--- config.mk ---
export PLATFORM = sky130hd
export DESIGN_NAME = student_t_score_volatility_filter_top
export DESIGN_NICKNAME = d
export VERILOG_FILES = /design/src/rtl/stsvf_pkg.sv /design/src/rtl/stsvf_mul.sv /design/src/rtl/stsvf_div.sv /design/src/rtl/stsvf_dp.sv /design/src/rtl/stsvf_ctrl.sv /design/src/rtl/student_t_score_volatility_filter_top.sv
export VERILOG_INCLUDE_DIRS = /design/src /design/src/rtl
export SDC_FILE = /design/constraint.sdc
export NUM_CORES = 2
export LEC_CHECK = 0
export ABC_CLOCK_PERIOD_IN_PS = 10750
export BUFFER_PORTS_ARGS = -buffer_cell sky130_fd_sc_hd__buf_2
export CAP_MARGIN = 20
export CORE_MARGIN = 4
export CORE_UTILIZATION = 30
export CTS_BUF_LIST = sky130_fd_sc_hd__clkbuf_16
export CTS_CLUSTER_SIZE = 40
export DETAILED_ROUTE_END_ITERATION = 10
export MAX_ROUTING_LAYER = met4
export SLEW_MARGIN = 5
export SYNTH_ARGS = -nofsm -noshare
export SYNTH_HDL_FRONTEND = slang
export SYNTH_HIERARCHICAL = 1
export SYNTH_SLANG_ARGS = --single-unit
--- constraint.sdc ---
create_clock -name i_clk -period 10.75 [get_ports i_clk]
set_input_delay 1.075 -clock i_clk [delete_from_list [all_inputs] [get_ports i_clk]]
set_output_delay 1.075 -clock i_clk [all_outputs]
set_load 0.02 [all_outputs]
--- src/rtl/student_t_score_volatility_filter_top_assert.svh ---
// assertion macros used by the top-level rtl
`ifndef STUDENT_T_SCORE_VOLATILITY_FILTER_TOP_ASSERT_SVH
`define STUDENT_T_SCORE_VOLATILITY_FILTER_TOP_ASSERT_SVH

// same-cycle implication
`define STSVF_ASSERT_IMPL(label, ante, cons) \
    label: assert property (@(posedge i_clk) disable iff (!i_rst_n) (ante) |-> (cons)) \
        else $error("stsvf assertion failed");

// next-cycle implication
`define STSVF_ASSERT_NEXT(label, ante, cons) \
    label: assert property (@(posedge i_clk) disable iff (!i_rst_n) (ante) |=> (cons)) \
        else $error("stsvf assertion failed");

`endif

--- src/rtl/stsvf_pkg.sv ---
package stsvf_pkg;

    localparam int FRAC_BITS_DEF = 16;

    localparam int CFG_ADDR_W = 3;
    localparam logic [CFG_ADDR_W-1:0] CFG_LOCATION   = 3'd0;
    localparam logic [CFG_ADDR_W-1:0] CFG_INTERCEPT  = 3'd1;
    localparam logic [CFG_ADDR_W-1:0] CFG_WEIGHT     = 3'd2;
    localparam logic [CFG_ADDR_W-1:0] CFG_PERSIST    = 3'd3;
    localparam logic [CFG_ADDR_W-1:0] CFG_DOF        = 3'd4;

    localparam logic [31:0] RST_LOCATION  = 32'd0;
    localparam logic [30:0] RST_INTERCEPT = 31'd6554;
    localparam logic [30:0] RST_WEIGHT    = 31'd3277;
    localparam logic [15:0] RST_PERSIST   = 16'd58982;
    localparam logic [31:0] RST_DOF       = 32'd327680;

    localparam int UNIT_STEPS = 64;

    // operation sequence, in execution order
    typedef enum logic [3:0] {
        OP_H0,   // initial variance divide
        OP_AM,   // alpha * (nu + 3)
        OP_AD,   // score gain divide
        OP_NC,   // tail scale divide
        OP_E2,   // squared deviation
        OP_S,    // h * (nu - 2)
        OP_ES,   // e2 * s
        OP_Q,    // e2*s / (s + e2)
        OP_W,    // tail scale * q
        OP_B,    // omega + beta * h
        OP_R     // gain * |w - h| and final update
    } t_op;

    typedef struct packed {
        t_op  op;
        logic start;
        logic wb;
        logic capture;
        logic ld_out;
    } t_cmd;

    typedef struct packed {
        logic mul_busy;
        logic div_busy;
    } t_stat;

    function automatic logic op_is_div(input t_op op);
        return (op == OP_H0) || (op == OP_AD) || (op == OP_NC) || (op == OP_Q);
    endfunction

endpackage

--- src/rtl/stsvf_mul.sv ---
module stsvf_mul
    import stsvf_pkg::*;
(
    input  logic         i_clk,
    input  logic         i_rst_n,
    input  logic         i_start,
    input  logic [63:0]  i_a,
    input  logic [63:0]  i_b,
    output logic         o_busy,
    output logic [127:0] o_prod
);
    logic [128:0] r_p, n_p;
    logic [63:0]  r_a;
    logic [6:0]   r_cnt;
    logic [64:0]  hi;

    // shift-add, one multiplier bit per cycle
    always_comb begin
        hi = r_p[128:64];
        if (r_p[0]) begin
            hi = r_p[128:64] + {1'b0, r_a};
        end
        n_p = {1'b0, hi, r_p[63:1]};
    end

    always_ff @(posedge i_clk) begin
        if (!i_rst_n) begin
            r_cnt <= '0;
        end else if (i_start) begin
            r_cnt <= 7'(UNIT_STEPS);
        end else if (r_cnt != 0) begin
            r_cnt <= r_cnt - 7'd1;
        end
    end

    always_ff @(posedge i_clk) begin
        if (i_start) begin
            r_p <= {65'd0, i_b};
            r_a <= i_a;
        end else if (r_cnt != 0) begin
            r_p <= n_p;
        end
    end

    assign o_busy = (r_cnt != 0);
    assign o_prod = r_p[127:0];
endmodule

--- src/rtl/stsvf_div.sv ---
module stsvf_div
    import stsvf_pkg::*;
(
    input  logic        i_clk,
    input  logic        i_rst_n,
    input  logic        i_start,
    input  logic [63:0] i_hi,
    input  logic [63:0] i_lo,
    input  logic [63:0] i_d,
    output logic        o_busy,
    output logic [63:0] o_q
);
    logic [63:0] r_rem, r_lo, r_q, r_d;
    logic [6:0]  r_cnt;
    logic [64:0] r2, diff;
    logic        ge;

    // restoring division, quotient known to fit 64 bits so upper half seeds the remainder
    always_comb begin
        r2   = {r_rem, r_lo[63]};
        diff = r2 - {1'b0, r_d};
        ge   = (r2 >= {1'b0, r_d});
    end

    always_ff @(posedge i_clk) begin
        if (!i_rst_n) begin
            r_cnt <= '0;
        end else if (i_start) begin
            r_cnt <= 7'(UNIT_STEPS);
        end else if (r_cnt != 0) begin
            r_cnt <= r_cnt - 7'd1;
        end
    end

    always_ff @(posedge i_clk) begin
        if (i_start) begin
            r_rem <= i_hi;
            r_lo  <= i_lo;
            r_d   <= i_d;
            r_q   <= '0;
        end else if (r_cnt != 0) begin
            r_rem <= ge ? diff[63:0] : r2[63:0];
            r_lo  <= {r_lo[62:0], 1'b0};
            r_q   <= {r_q[62:0], ge};
        end
    end

    assign o_busy = (r_cnt != 0);
    assign o_q    = r_q;
endmodule

--- src/rtl/stsvf_dp.sv ---
module stsvf_dp
    import stsvf_pkg::*;
#(
    parameter int FRAC_BITS = FRAC_BITS_DEF
) (
    input  logic                  i_clk,
    input  logic                  i_rst_n,
    input  t_cmd                  i_cmd,
    output t_stat                 o_stat,
    input  logic [31:0]           i_sample,
    input  logic                  i_cfg_we,
    input  logic [CFG_ADDR_W-1:0] i_cfg_addr,
    input  logic [31:0]           i_cfg_data,
    output logic [31:0]           o_variance,
    output logic                  o_saturated
);
    localparam logic [63:0] ONE  = 64'd1 << FRAC_BITS;
    localparam logic [63:0] MAX32 = 64'hFFFF_FFFF;

    logic [31:0] r_loc, r_nu;
    logic [30:0] r_omega, r_alpha;
    logic [15:0] r_beta;

    logic [31:0] r_y, r_h, r_a, r_nc, r_ovar;
    logic [63:0] r_e2, r_s, r_q, r_w, r_base;
    logic        r_sat, r_osat;

    logic         m_start, d_start, m_busy, d_busy;
    logic [63:0]  m_a, m_b, d_hi, d_lo, d_d, dq;
    logic [127:0] prod, psh;

    logic [63:0]  nu64, sum, diff, plo, tlo;
    logic [31:0]  nm2;
    logic [32:0]  dev, mag;
    logic         nu_le2, w_ge, thi;
    logic [64:0]  up;

    stsvf_mul u_mul (
        .i_clk(i_clk), .i_rst_n(i_rst_n), .i_start(m_start),
        .i_a(m_a), .i_b(m_b), .o_busy(m_busy), .o_prod(prod)
    );

    stsvf_div u_div (
        .i_clk(i_clk), .i_rst_n(i_rst_n), .i_start(d_start),
        .i_hi(d_hi), .i_lo(d_lo), .i_d(d_d), .o_busy(d_busy), .o_q(dq)
    );

    assign o_stat.mul_busy = m_busy;
    assign o_stat.div_busy = d_busy;

    always_comb begin
        nu64   = {32'd0, r_nu};
        nu_le2 = (nu64 <= (ONE << 1));
        nm2    = nu_le2 ? 32'd0 : r_nu - 32'(ONE << 1);
        dev    = {r_y[31], r_y} - {r_loc[31], r_loc};
        mag    = dev[32] ? (33'd0 - dev) : dev;
        sum    = r_e2 + r_s;
        w_ge   = (r_w >= {32'd0, r_h});
        diff   = w_ge ? (r_w - {32'd0, r_h}) : ({32'd0, r_h} - r_w);
        psh    = prod >> FRAC_BITS;
        plo    = prod[63:0] >> FRAC_BITS;
        thi    = |psh[127:64];
        tlo    = psh[63:0];
        up     = {1'b0, r_base} + {1'b0, tlo};
    end

    // operand selection for the shared units
    always_comb begin
        m_start = i_cmd.start && !op_is_div(i_cmd.op);
        d_start = i_cmd.start && op_is_div(i_cmd.op);
        m_a = '0;
        m_b = '0;
        d_hi = '0;
        d_lo = '0;
        d_d  = '0;
        case (i_cmd.op)
            OP_H0: begin
                d_lo = {33'd0, r_omega} << FRAC_BITS;
                d_d  = ONE - {48'd0, r_beta};
            end
            OP_AM: begin
                m_a = {33'd0, r_alpha};
                m_b = nu64 + 3 * ONE;
            end
            OP_AD: begin
                d_hi = prod[127:64];
                d_lo = prod[63:0];
                d_d  = nu64;
            end
            OP_NC: begin
                d_lo = (nu64 + ONE) << FRAC_BITS;
                d_d  = nu64 - (ONE << 1);
            end
            OP_E2: begin
                m_a = {31'd0, mag};
                m_b = {31'd0, mag};
            end
            OP_S: begin
                m_a = {32'd0, r_h};
                m_b = {32'd0, nm2};
            end
            OP_ES: begin
                m_a = r_e2;
                m_b = r_s;
            end
            OP_Q: begin
                d_hi = prod[127:64];
                d_lo = prod[63:0];
                d_d  = sum;
            end
            OP_W: begin
                m_a = {32'd0, r_nc};
                m_b = r_q;
            end
            OP_B: begin
                m_a = {48'd0, r_beta};
                m_b = {32'd0, r_h};
            end
            OP_R: begin
                m_a = {32'd0, r_a};
                m_b = diff;
            end
            default: begin
            end
        endcase
    end

    always_ff @(posedge i_clk) begin
        if (!i_rst_n) begin
            r_loc   <= RST_LOCATION;
            r_omega <= RST_INTERCEPT;
            r_alpha <= RST_WEIGHT;
            r_beta  <= RST_PERSIST;
            r_nu    <= RST_DOF;
        end else if (i_cfg_we) begin
            case (i_cfg_addr)
                CFG_LOCATION:  r_loc   <= i_cfg_data;
                CFG_INTERCEPT: r_omega <= i_cfg_data[30:0];
                CFG_WEIGHT:    r_alpha <= i_cfg_data[30:0];
                CFG_PERSIST:   r_beta  <= i_cfg_data[15:0];
                CFG_DOF:       r_nu    <= i_cfg_data;
                default: begin
                end
            endcase
        end
    end

    always_ff @(posedge i_clk) begin
        if (!i_rst_n) begin
            r_h  <= '0;
            r_a  <= '0;
            r_nc <= '0;
        end else begin
            if (i_cmd.capture) begin
                r_y   <= i_sample;
                r_sat <= 1'b0;
            end
            if (i_cmd.ld_out) begin
                r_ovar <= r_h;
                r_osat <= r_sat;
            end
            if (i_cmd.wb) begin
                case (i_cmd.op)
                    OP_H0: begin
                        if ({48'd0, r_beta} >= ONE || dq > MAX32) begin
                            r_h   <= '1;
                            r_sat <= 1'b1;
                        end else begin
                            r_h <= dq[31:0];
                        end
                    end
                    OP_AD: r_a  <= (r_nu == 0 || dq > MAX32) ? '1 : dq[31:0];
                    OP_NC: r_nc <= (nu_le2 || dq > MAX32) ? '1 : dq[31:0];
                    OP_E2: r_e2 <= plo;
                    OP_S:  r_s  <= plo;
                    OP_Q:  r_q  <= dq;
                    OP_W: begin
                        if (r_s == 0 || sum == 0) begin
                            r_w <= '0;
                        end else begin
                            r_w <= thi ? '1 : tlo;
                        end
                    end
                    OP_B: r_base <= plo + {33'd0, r_omega};
                    OP_R: begin
                        if (w_ge) begin
                            if (thi || tlo > MAX32 || up > {1'b0, MAX32}) begin
                                r_h   <= '1;
                                r_sat <= 1'b1;
                            end else begin
                                r_h <= up[31:0];
                            end
                        end else if (thi || tlo > r_base) begin
                            r_h   <= '0;
                            r_sat <= 1'b1;
                        end else if ((r_base - tlo) > MAX32) begin
                            r_h   <= '1;
                            r_sat <= 1'b1;
                        end else begin
                            r_h <= 32'(r_base - tlo);
                        end
                    end
                    default: begin
                    end
                endcase
            end
        end
    end

    assign o_variance  = r_ovar;
    assign o_saturated = r_osat;
endmodule

--- src/rtl/stsvf_ctrl.sv ---
module stsvf_ctrl
    import stsvf_pkg::*;
(
    input  logic  i_clk,
    input  logic  i_rst_n,
    input  logic  i_valid,
    input  logic  i_start_req,
    output logic  o_ready,
    output logic  o_valid,
    input  logic  i_out_ready,
    input  t_stat i_stat,
    output t_cmd  o_cmd
);
    typedef enum logic [1:0] {S_IDLE, S_OP, S_OUT} t_state;

    t_state r_state;
    t_op    r_op;
    logic   r_wait, r_primed, r_ovalid;
    logic   unit_busy;

    always_comb begin
        unit_busy     = op_is_div(r_op) ? i_stat.div_busy : i_stat.mul_busy;
        o_cmd.op      = r_op;
        o_cmd.start   = (r_state == S_OP) && !r_wait;
        o_cmd.wb      = (r_state == S_OP) && r_wait && !unit_busy;
        o_cmd.capture = (r_state == S_IDLE) && i_valid;
        o_cmd.ld_out  = (r_state == S_OUT) && (!r_ovalid || i_out_ready);
    end

    always_ff @(posedge i_clk) begin
        if (!i_rst_n) begin
            r_state  <= S_IDLE;
            r_op     <= OP_H0;
            r_wait   <= 1'b0;
            r_primed <= 1'b0;
            r_ovalid <= 1'b0;
        end else begin
            if (o_cmd.ld_out) begin
                r_ovalid <= 1'b1;
            end else if (i_out_ready) begin
                r_ovalid <= 1'b0;
            end
            case (r_state)
                S_IDLE: begin
                    if (i_valid) begin
                        r_wait  <= 1'b0;
                        r_state <= S_OP;
                        if (i_start_req || !r_primed) begin
                            r_op     <= OP_H0;
                            r_primed <= 1'b1;
                        end else begin
                            r_op <= OP_E2;
                        end
                    end
                end
                S_OP: begin
                    if (!r_wait) begin
                        r_wait <= 1'b1;
                    end else if (!unit_busy) begin
                        r_wait <= 1'b0;
                        if (r_op == OP_R) begin
                            r_state <= S_OUT;
                        end else begin
                            r_op <= t_op'(r_op + 4'd1);
                        end
                    end
                end
                S_OUT: begin
                    if (o_cmd.ld_out) begin
                        r_state <= S_IDLE;
                    end
                end
                default: r_state <= S_IDLE;
            endcase
        end
    end

    assign o_ready = (r_state == S_IDLE);
    assign o_valid = r_ovalid;
endmodule

--- src/rtl/student_t_score_volatility_filter_top.sv ---
// channel     dir  data                      side
// s_axis      in   tdata: sample             tuser: start_req
// m_axis      out  tdata: variance           tuser: saturated
// cfg         in   i_cfg_data by i_cfg_addr  write on i_cfg_we
// the gains and h are reinitialized on start_req or on the first sample after reset
// every operation is a start, 64 steps of the shift-add multiplier or the
// restoring divider, and a write-back; 7 operations per sample, 4 more on init
// reset is synchronous, active low; it restores the register defaults and clears primed
// a result waits in the output register while the next sample is accepted
`include "student_t_score_volatility_filter_top_assert.svh"

module student_t_score_volatility_filter_top
    import stsvf_pkg::*;
#(
    parameter int FRAC_BITS = FRAC_BITS_DEF
) (
    input  logic                  i_clk,
    input  logic                  i_rst_n,
    input  logic                  s_axis_tvalid,
    output logic                  s_axis_tready,
    input  logic [31:0]           s_axis_tdata,   // sample
    input  logic                  s_axis_tuser,   // start_req
    output logic                  m_axis_tvalid,
    input  logic                  m_axis_tready,
    output logic [31:0]           m_axis_tdata,   // variance
    output logic                  m_axis_tuser,   // saturated
    input  logic                  i_cfg_we,
    input  logic [CFG_ADDR_W-1:0] i_cfg_addr,
    input  logic [31:0]           i_cfg_data
);
    t_cmd  cmd;
    t_stat stat;

    stsvf_ctrl u_ctrl (
        .i_clk(i_clk), .i_rst_n(i_rst_n),
        .i_valid(s_axis_tvalid), .i_start_req(s_axis_tuser), .o_ready(s_axis_tready),
        .o_valid(m_axis_tvalid), .i_out_ready(m_axis_tready),
        .i_stat(stat), .o_cmd(cmd)
    );

    stsvf_dp #(.FRAC_BITS(FRAC_BITS)) u_dp (
        .i_clk(i_clk), .i_rst_n(i_rst_n), .i_cmd(cmd), .o_stat(stat),
        .i_sample(s_axis_tdata),
        .i_cfg_we(i_cfg_we), .i_cfg_addr(i_cfg_addr), .i_cfg_data(i_cfg_data),
        .o_variance(m_axis_tdata), .o_saturated(m_axis_tuser)
    );

    `STSVF_ASSERT_IMPL(a_start_idle, cmd.start, !stat.mul_busy && !stat.div_busy)
    `STSVF_ASSERT_NEXT(a_start_runs, cmd.start, stat.mul_busy || stat.div_busy)
    `STSVF_ASSERT_IMPL(a_ready_idle, s_axis_tready, !stat.mul_busy && !stat.div_busy)
    `STSVF_ASSERT_NEXT(a_load_valid, cmd.ld_out, m_axis_tvalid)
endmodule

# [Word-level counts from Yosys, hierarchy flattened]
# Index checks and enable logic that the tools add are counted.
# W data, S select, Z words.
[word_totals] inputBits=73 register_bits=1063 word_cells=197 out_inout_bits=35
[classes] order_cmp=8 bitwise=1 eq_ne=22 add_sub_neg=18 n_reduce_logical=59 muxes=56
[op_table] op="$mux W64" n=10
[op_table] op="$pmux W64 S7" n=1
[op_table] op="$pmux W48 S7" n=1
[op_table] op="$mux W32" n=8
[op_table] op="$pmux W64 S4" n=1
[op_table] op="$gt A64 B32 Y1 const B" n=3
[op_table] op="$pmux W64 S3" n=1
[op_table] op="$add A64 B64 Y65" n=2
[op_table] op="$logic_not A64 Y1" n=2
[op_table] op="$sub A64 B64 Y64" n=2
[op_table] op="$ge A65 B64 Y1" n=1
[op_table] op="$gt A65 B32 Y1 const B" n=1
[op_table] op="$mux W65" n=1
[op_table] op="$ge A64 B32 Y1" n=1
[op_table] op="$gt A64 B64 Y1" n=1
[op_table] op="$pmux W32 S2" n=1
[op_table] op="$sub A32 B64 Y64" n=1
[op_table] op="$sub A64 B32 Y64" n=1
[op_table] op="$add A48 B31 Y49" n=1
[op_table] op="$add A48 B48 Y49" n=1
[op_table] op="$reduce_or A48 Y1" n=1
[op_table] op="$add A32 B17 Y33 const B" n=1
[op_table] op="$add A32 B18 Y33 const B" n=1
[op_table] op="$mux W33" n=1
[op_table] op="other kinds (41)" n=119

# [Longest topological paths before layout]
[logic_depth] ltp_word=8 mapped_depth=19

# [Hierarchy]
# Netlist, hierarchy kept.
[modules_own_cells] mod="stsvf_dp" seq_area_each_um2=14944.3 n_inst=1 area_per_inst_um2=46241.8 cells_per_inst=5685
[modules_own_cells] mod="stsvf_div" seq_area_each_um2=7186.9 n_inst=1 area_per_inst_um2=14415.1 cells_per_inst=1422
[modules_own_cells] mod="stsvf_mul" seq_area_each_um2=5265.0 n_inst=1 area_per_inst_um2=11693.7 cells_per_inst=1171
[modules_own_cells] mod="stsvf_ctrl" seq_area_each_um2=180.2 n_inst=1 area_per_inst_um2=568.0 cells_per_inst=68

# [Worst setup path after synthesis]
# Ideal clock, no wire load.
[synth_path] path_type="register -> register" startpoint="reg u_dp.u_mul.r_cnt[0]" endpoint="reg u_dp.r_w[0], enable pin" required_ns=10.106 arrival_time_ns=8.532 stages_incl_launch_ff=14 path_slack_ns=1.574 cell_sequence="dfxtp_1 > inv_1 > ha_1 > nand3b_1 > nor2_1 > inv_1 > clkbuf_1 > clkbuf_1 > clkbuf_1 > buf_4 > o31a_2 > nor3_2 > nand2_1 > nor4_1"
[synth_rtl] item="start: declaration" line="stsvf_mul.sv:14" rtl="logic [6:0] r_cnt;"
[synth_rtl] item="start signal: assignment" line="stsvf_mul.sv:30" rtl="r_cnt <= 7'(UNIT_STEPS);"
[synth_rtl] item="start signal: assignment" line="stsvf_mul.sv:32" rtl="r_cnt <= r_cnt - 7'd1;"
[synth_rtl] item="end signal: assignment" line="stsvf_dp.sv:181" rtl="r_w <= thi ? '1 : tlo;"
[synth_rtl] item="end: declaration" line="stsvf_dp.sv:25" rtl="logic [63:0] r_e2, r_s, r_q, r_w, r_base;"

# [Worst setup path after layout]
[layout_path] startpoint="reg u_dp.u_mul.r_p[57]" endpoint="reg u_dp.r_h[1]"
[layout_between] elab_chain_len=6 word_cells_on_any_way=14
[layout_rtl] item="start: declaration" line="stsvf_mul.sv:12" rtl="logic [128:0] r_p, n_p;"
[layout_rtl] item="start signal: assignment" line="stsvf_mul.sv:38" rtl="r_p <= {65'd0, i_b};"
[layout_rtl] item="start signal: assignment" line="stsvf_mul.sv:41" rtl="r_p <= n_p;"
[layout_rtl] item="$sub A64 B64 Y64, or another cell as far along" line="stsvf_dp.sv:196" rtl="end else if ((r_base - tlo) > MAX32) begin"
[layout_rtl] item="$gt A64 B32 Y1, or another cell as far along" line="stsvf_dp.sv:196"
[layout_rtl] item="$mux W32 / $logic_or A1 B1 Y1 (equally long branches)" line="stsvf_dp.sv:196, stsvf_dp.sv:187"
[layout_rtl] item="$mux W32, on equally long branches" line="stsvf_dp.sv:193, stsvf_dp.sv:187"
[layout_rtl] item="$mux W32 (*)" line="stsvf_dp.sv:186" rtl="if (w_ge) begin"
[layout_rtl] item="$pmux W32 S2 (*)" line="stsvf_dp.sv:163" rtl="case (i_cmd.op)"
[layout_rtl] item="end signal: assignment" line="stsvf_dp.sv:169" rtl="r_h <= dq[31:0];"
[layout_rtl] item="end signal: assignment" line="stsvf_dp.sv:191" rtl="r_h <= up[31:0];"
[layout_rtl] item="end signal: assignment" line="stsvf_dp.sv:200" rtl="r_h <= 32'(r_base - tlo);"
[layout_rtl] item="end: declaration" line="stsvf_dp.sv:24" rtl="logic [31:0] r_y, r_h, r_a, r_nc, r_ovar;"
# Every way passes the cells marked *; elsewhere a longest branch is shown, timed or not.
# A chain may end at the register's enable or synchronous reset.

==> metrics <==
vias per cell=6.01; Min-Delay Path Class=input pin to register; Net count, final=8738; max frequency=0.153 GHz; vias after detailed routing=69400; Initial Util=30.2%; Setup Skew=0.0536 ns; pwr/cell area=252 mW/mm^2; height of the chip=501 um; total power=20.5 mW; CP Data Required Time=11.39 ns; total clock sinks=1048; mux cell area share after synthesis=3.87%; Crit Path Class=register to register; Slew headroom=2.92%; RSZ-0062 raised after global routing=no; dpl cell area=0.0769 mm^2; final core occ=33.8%; Hold WS=0.443 ns; Cell Rows=180; Most used DFF post-synth=edfxtp_1; Final Hold Viols=0; 1st-iter DRT viols=9213; Avg WL per Cell=29.5 um; asr flop ratio synth=0%; Post-synth EDFFs=659; post-route setup TNS=0 ns; Remaining DRCs=0; Worst-Margin Slew=1.46 ns; Ports=108; largest family of logic cells by synthesized area=compound AO/OA/AOI/OAI gates; post-synthesis simple-gate area fraction=18.1%; Worst-path clk slew=0.06 ns; die area=0.251 mm^2; status=completed; Seq/Total Area, Yosys=37.8%; detailed placer's ending HPWL=260000 um; multi-input logic area=0.0422 mm^2; H-tree Lvls=4; TritonRoute pass-1 iters=11; CP Cell Sequence=inv_1 -> ha_1 -> buf_4 -> inv_1 -> a21oi_1 -> o31ai_1 -> o22ai_1 -> mux2i_1 -> or4bb_1 -> or4_1 -> or4_1 -> nor4_1 -> nand4_1 -> a21oi_1 -> a31oi_1; compound-cell area share of the yosys netlist=23.7%; number of port buffers=107; Seq cells post-synth=1048; total gr overflow=0; post-CTS resize count=0; Layout area overhead=11.7%; CP arrival=7.18 ns; Pins Over Slew Limit=0; first-pass GRT wire length=482000 um; largest net degree at the start of global routing=166; Core Area=0.241 mm^2; Setup WS post-layout=4.21 ns; Final period util=60.8%; ratio of cells with drive above 1 in the final layout=9.73%; Syn Std Cell Area=0.0729 mm^2; dpl cells=11300; pre-CTS WS=4.40 ns; hold-fix buffers at CTS=0; Final ANT Viol Nets=0; CP Max Fanout=20; Cell Count, Final, Fillers Out=11600; number of global-route vias before repair=65500; crit path capture type=register; Final Cell Area=0.0814 mm^2; synth unique cells=117; later-pin clock latency in the skew report=0.82 ns; post-synthesis xor/xnor area fraction=4.34%; Leak=30.7 nW; Setup Viol. Count Final=0; storage element area=0.0276 mm^2; # Post-CTS Setup Buffers=0; maximum VDD drop=0.236 mV; Mapped Avg Cell Area=8.74 um^2; Die W=501 um; initial antenna violation count=24; Synth Warn #=6; CTS tree=built; max_cap viols=0; Mapped Cells=8346; CTS max path bufs=3; Num CTS Buffers=132; min cycle time layout=6.54 ns; WL final=340000 um; Worst setup SP type=register; Tot GR Track Use=26.8%; fillers=24800; CTS root buffer=clkbuf_16; Crit-path slowest cell=o31ai_1; area share of fa/ha/maj cells after synthesis=7.37%; CP max stage delay=0.72 ns; Placer Congestion=1.06
[critical path, delay by kind of cell (launching register included)]
kind	cells	cell delay, ns
flip-flops	1	0.67
multiplexers	1	0.25
AND/OR/NAND/NOR	5	2.27
buffers and inverters	3	0.77
adder cells (fa/ha/maj)	1	0.32
AO/OA/AOI/OAI	5	2.09
[sequential cells by signal, indices dropped and copies added, names as in the netlist, 32 cells and up]
register	flops
u_dp/u_mul/r_p	128
u_dp/r_q	64
u_dp/r_w	64
u_dp/u_div/o_q	64
u_dp/u_div/r_d	64
u_dp/u_div/r_lo	64
u_dp/u_div/r_rem	64
u_dp/u_mul/r_a	64
u_dp/r_base	49
u_dp/r_e2	48
u_dp/r_s	48
u_dp/o_variance	32
u_dp/r_a	32
u_dp/r_h	32
u_dp/r_loc	32
u_dp/r_nc	32
u_dp/r_nu	32
u_dp/r_y	32
[cell usage after synthesis (63+ instances only)]
cell type / instances / area (um^2)
a21o_1: 184 / 1380
a31oi_1: 66 / 413
a211oi_1: 89 / 668
nor4_1: 125 / 782
ha_1: 415 / 5190
nand3_1: 170 / 851
nand4_1: 153 / 957
nor2_1: 533 / 2000
clkbuf_1: 427 / 1600
o21a_1: 114 / 856
nand2_1: 1009 / 3790
o21ai_0: 461 / 2310
inv_1: 403 / 1510
mux2i_1: 68 / 681
a21boi_0: 145 / 1090
o21bai_1: 65 / 488
edfxtp_1: 659 / 19800
o221a_2: 66 / 743
and2_1: 137 / 857
a22oi_1: 107 / 803
a21oi_1: 692 / 3460
o211ai_1: 67 / 503
xor2_1: 153 / 1340
dfxtp_1: 389 / 7790
and3_1: 69 / 432
o31ai_1: 63 / 473
nor3_1: 207 / 1040
nor2b_1: 77 / 482
xnor2_1: 208 / 1820
mux2_2: 182 / 2050
[layer usage]
layer	up-vias	routed length, um	global-route usage [%]	part of all wire (%)
met1	34200	139000	33.8	41
met2	3694	145000	39.2	42
met3	825	30500	5.78	8.9
li1	30700	-	-	-
met4	0	26000	16.6	7.6
met5	-	0	-	0
[cell type report]
cell class,count,share of cell area [%]
repair buffers,243,1.98
well taps,3185,4.89
clock inverters,103,1.12
diodes,18,0.0553
clock buffers,142,4.36
multi-input cells,6408,51.8
flip-flops and latches,1048,33.9
inverters,408,1.88
[cell families after synthesis]
| group | count (synthesis) |
|---|---|
| multiplexers | 258 |
| AO/OA/AOI/OAI | 2588 |
| other | 1 |
| AND/OR/NAND/NOR | 2761 |
| buffers and inverters | 905 |
| flip-flops | 1048 |
| XOR/XNOR | 361 |
| adder cells (fa/ha/maj) | 424 |
[where the power goes]
group          switching [mW]  leakage, nW  internal (mW)  total [mW]
clock network            2.00         2.26           2.62        4.62
registers               0.955         9.67           5.25        6.21
logic                    6.38         18.7           3.29        9.67
total                    9.34         30.7           11.2        20.5
[worst paths after layout]
check	start	to	slack [ns]	cells after the start
worst max-delay path	u_dp/u_mul/r_p[57]$_DFFE_PP_	u_dp/r_h[1]$_SDFFE_PN0P_	4.21	15
worst min-delay path	s_axis_tdata[23]	u_dp/r_y[23]$_DFFE_PP_	0.44	1
worst max register to register	u_dp/u_mul/r_p[57]$_DFFE_PP_	u_dp/r_h[1]$_SDFFE_PN0P_	4.21	15
worst min register to register	u_dp/r_loc[7]$_SDFFE_PN0P_	u_dp/r_loc[7]$_SDFFE_PN0P_	0.46	2
[cell usage in the layout (no fill, tap or decap), types with 67 or more instances in the layout]
master	netlist	routed
nand2_1	1009	1008
a21oi_1	692	691
edfxtp_1	659	659
nor2_1	533	521
o21ai_0	461	461
inv_1	403	427
ha_1	415	415
dfxtp_1	389	389
xnor2_1	208	208
nor3_1	207	201
a21o_1	184	184
mux2_2	182	182
nand3_1	170	168
nand4_1	153	153
xor2_1	153	152
a21boi_0	145	145
clkbuf_16	0	142
and2_1	137	134
buf_4	5	127
nor4_1	125	122
o21a_1	114	114
buf_2	38	109
a22oi_1	107	107
a211oi_1	89	88
nor2b_1	77	76
and3_1	69	69
mux2i_1	68	68
o211ai_1	67	67
Note: power is estimated with default switching activity, not from simulation.
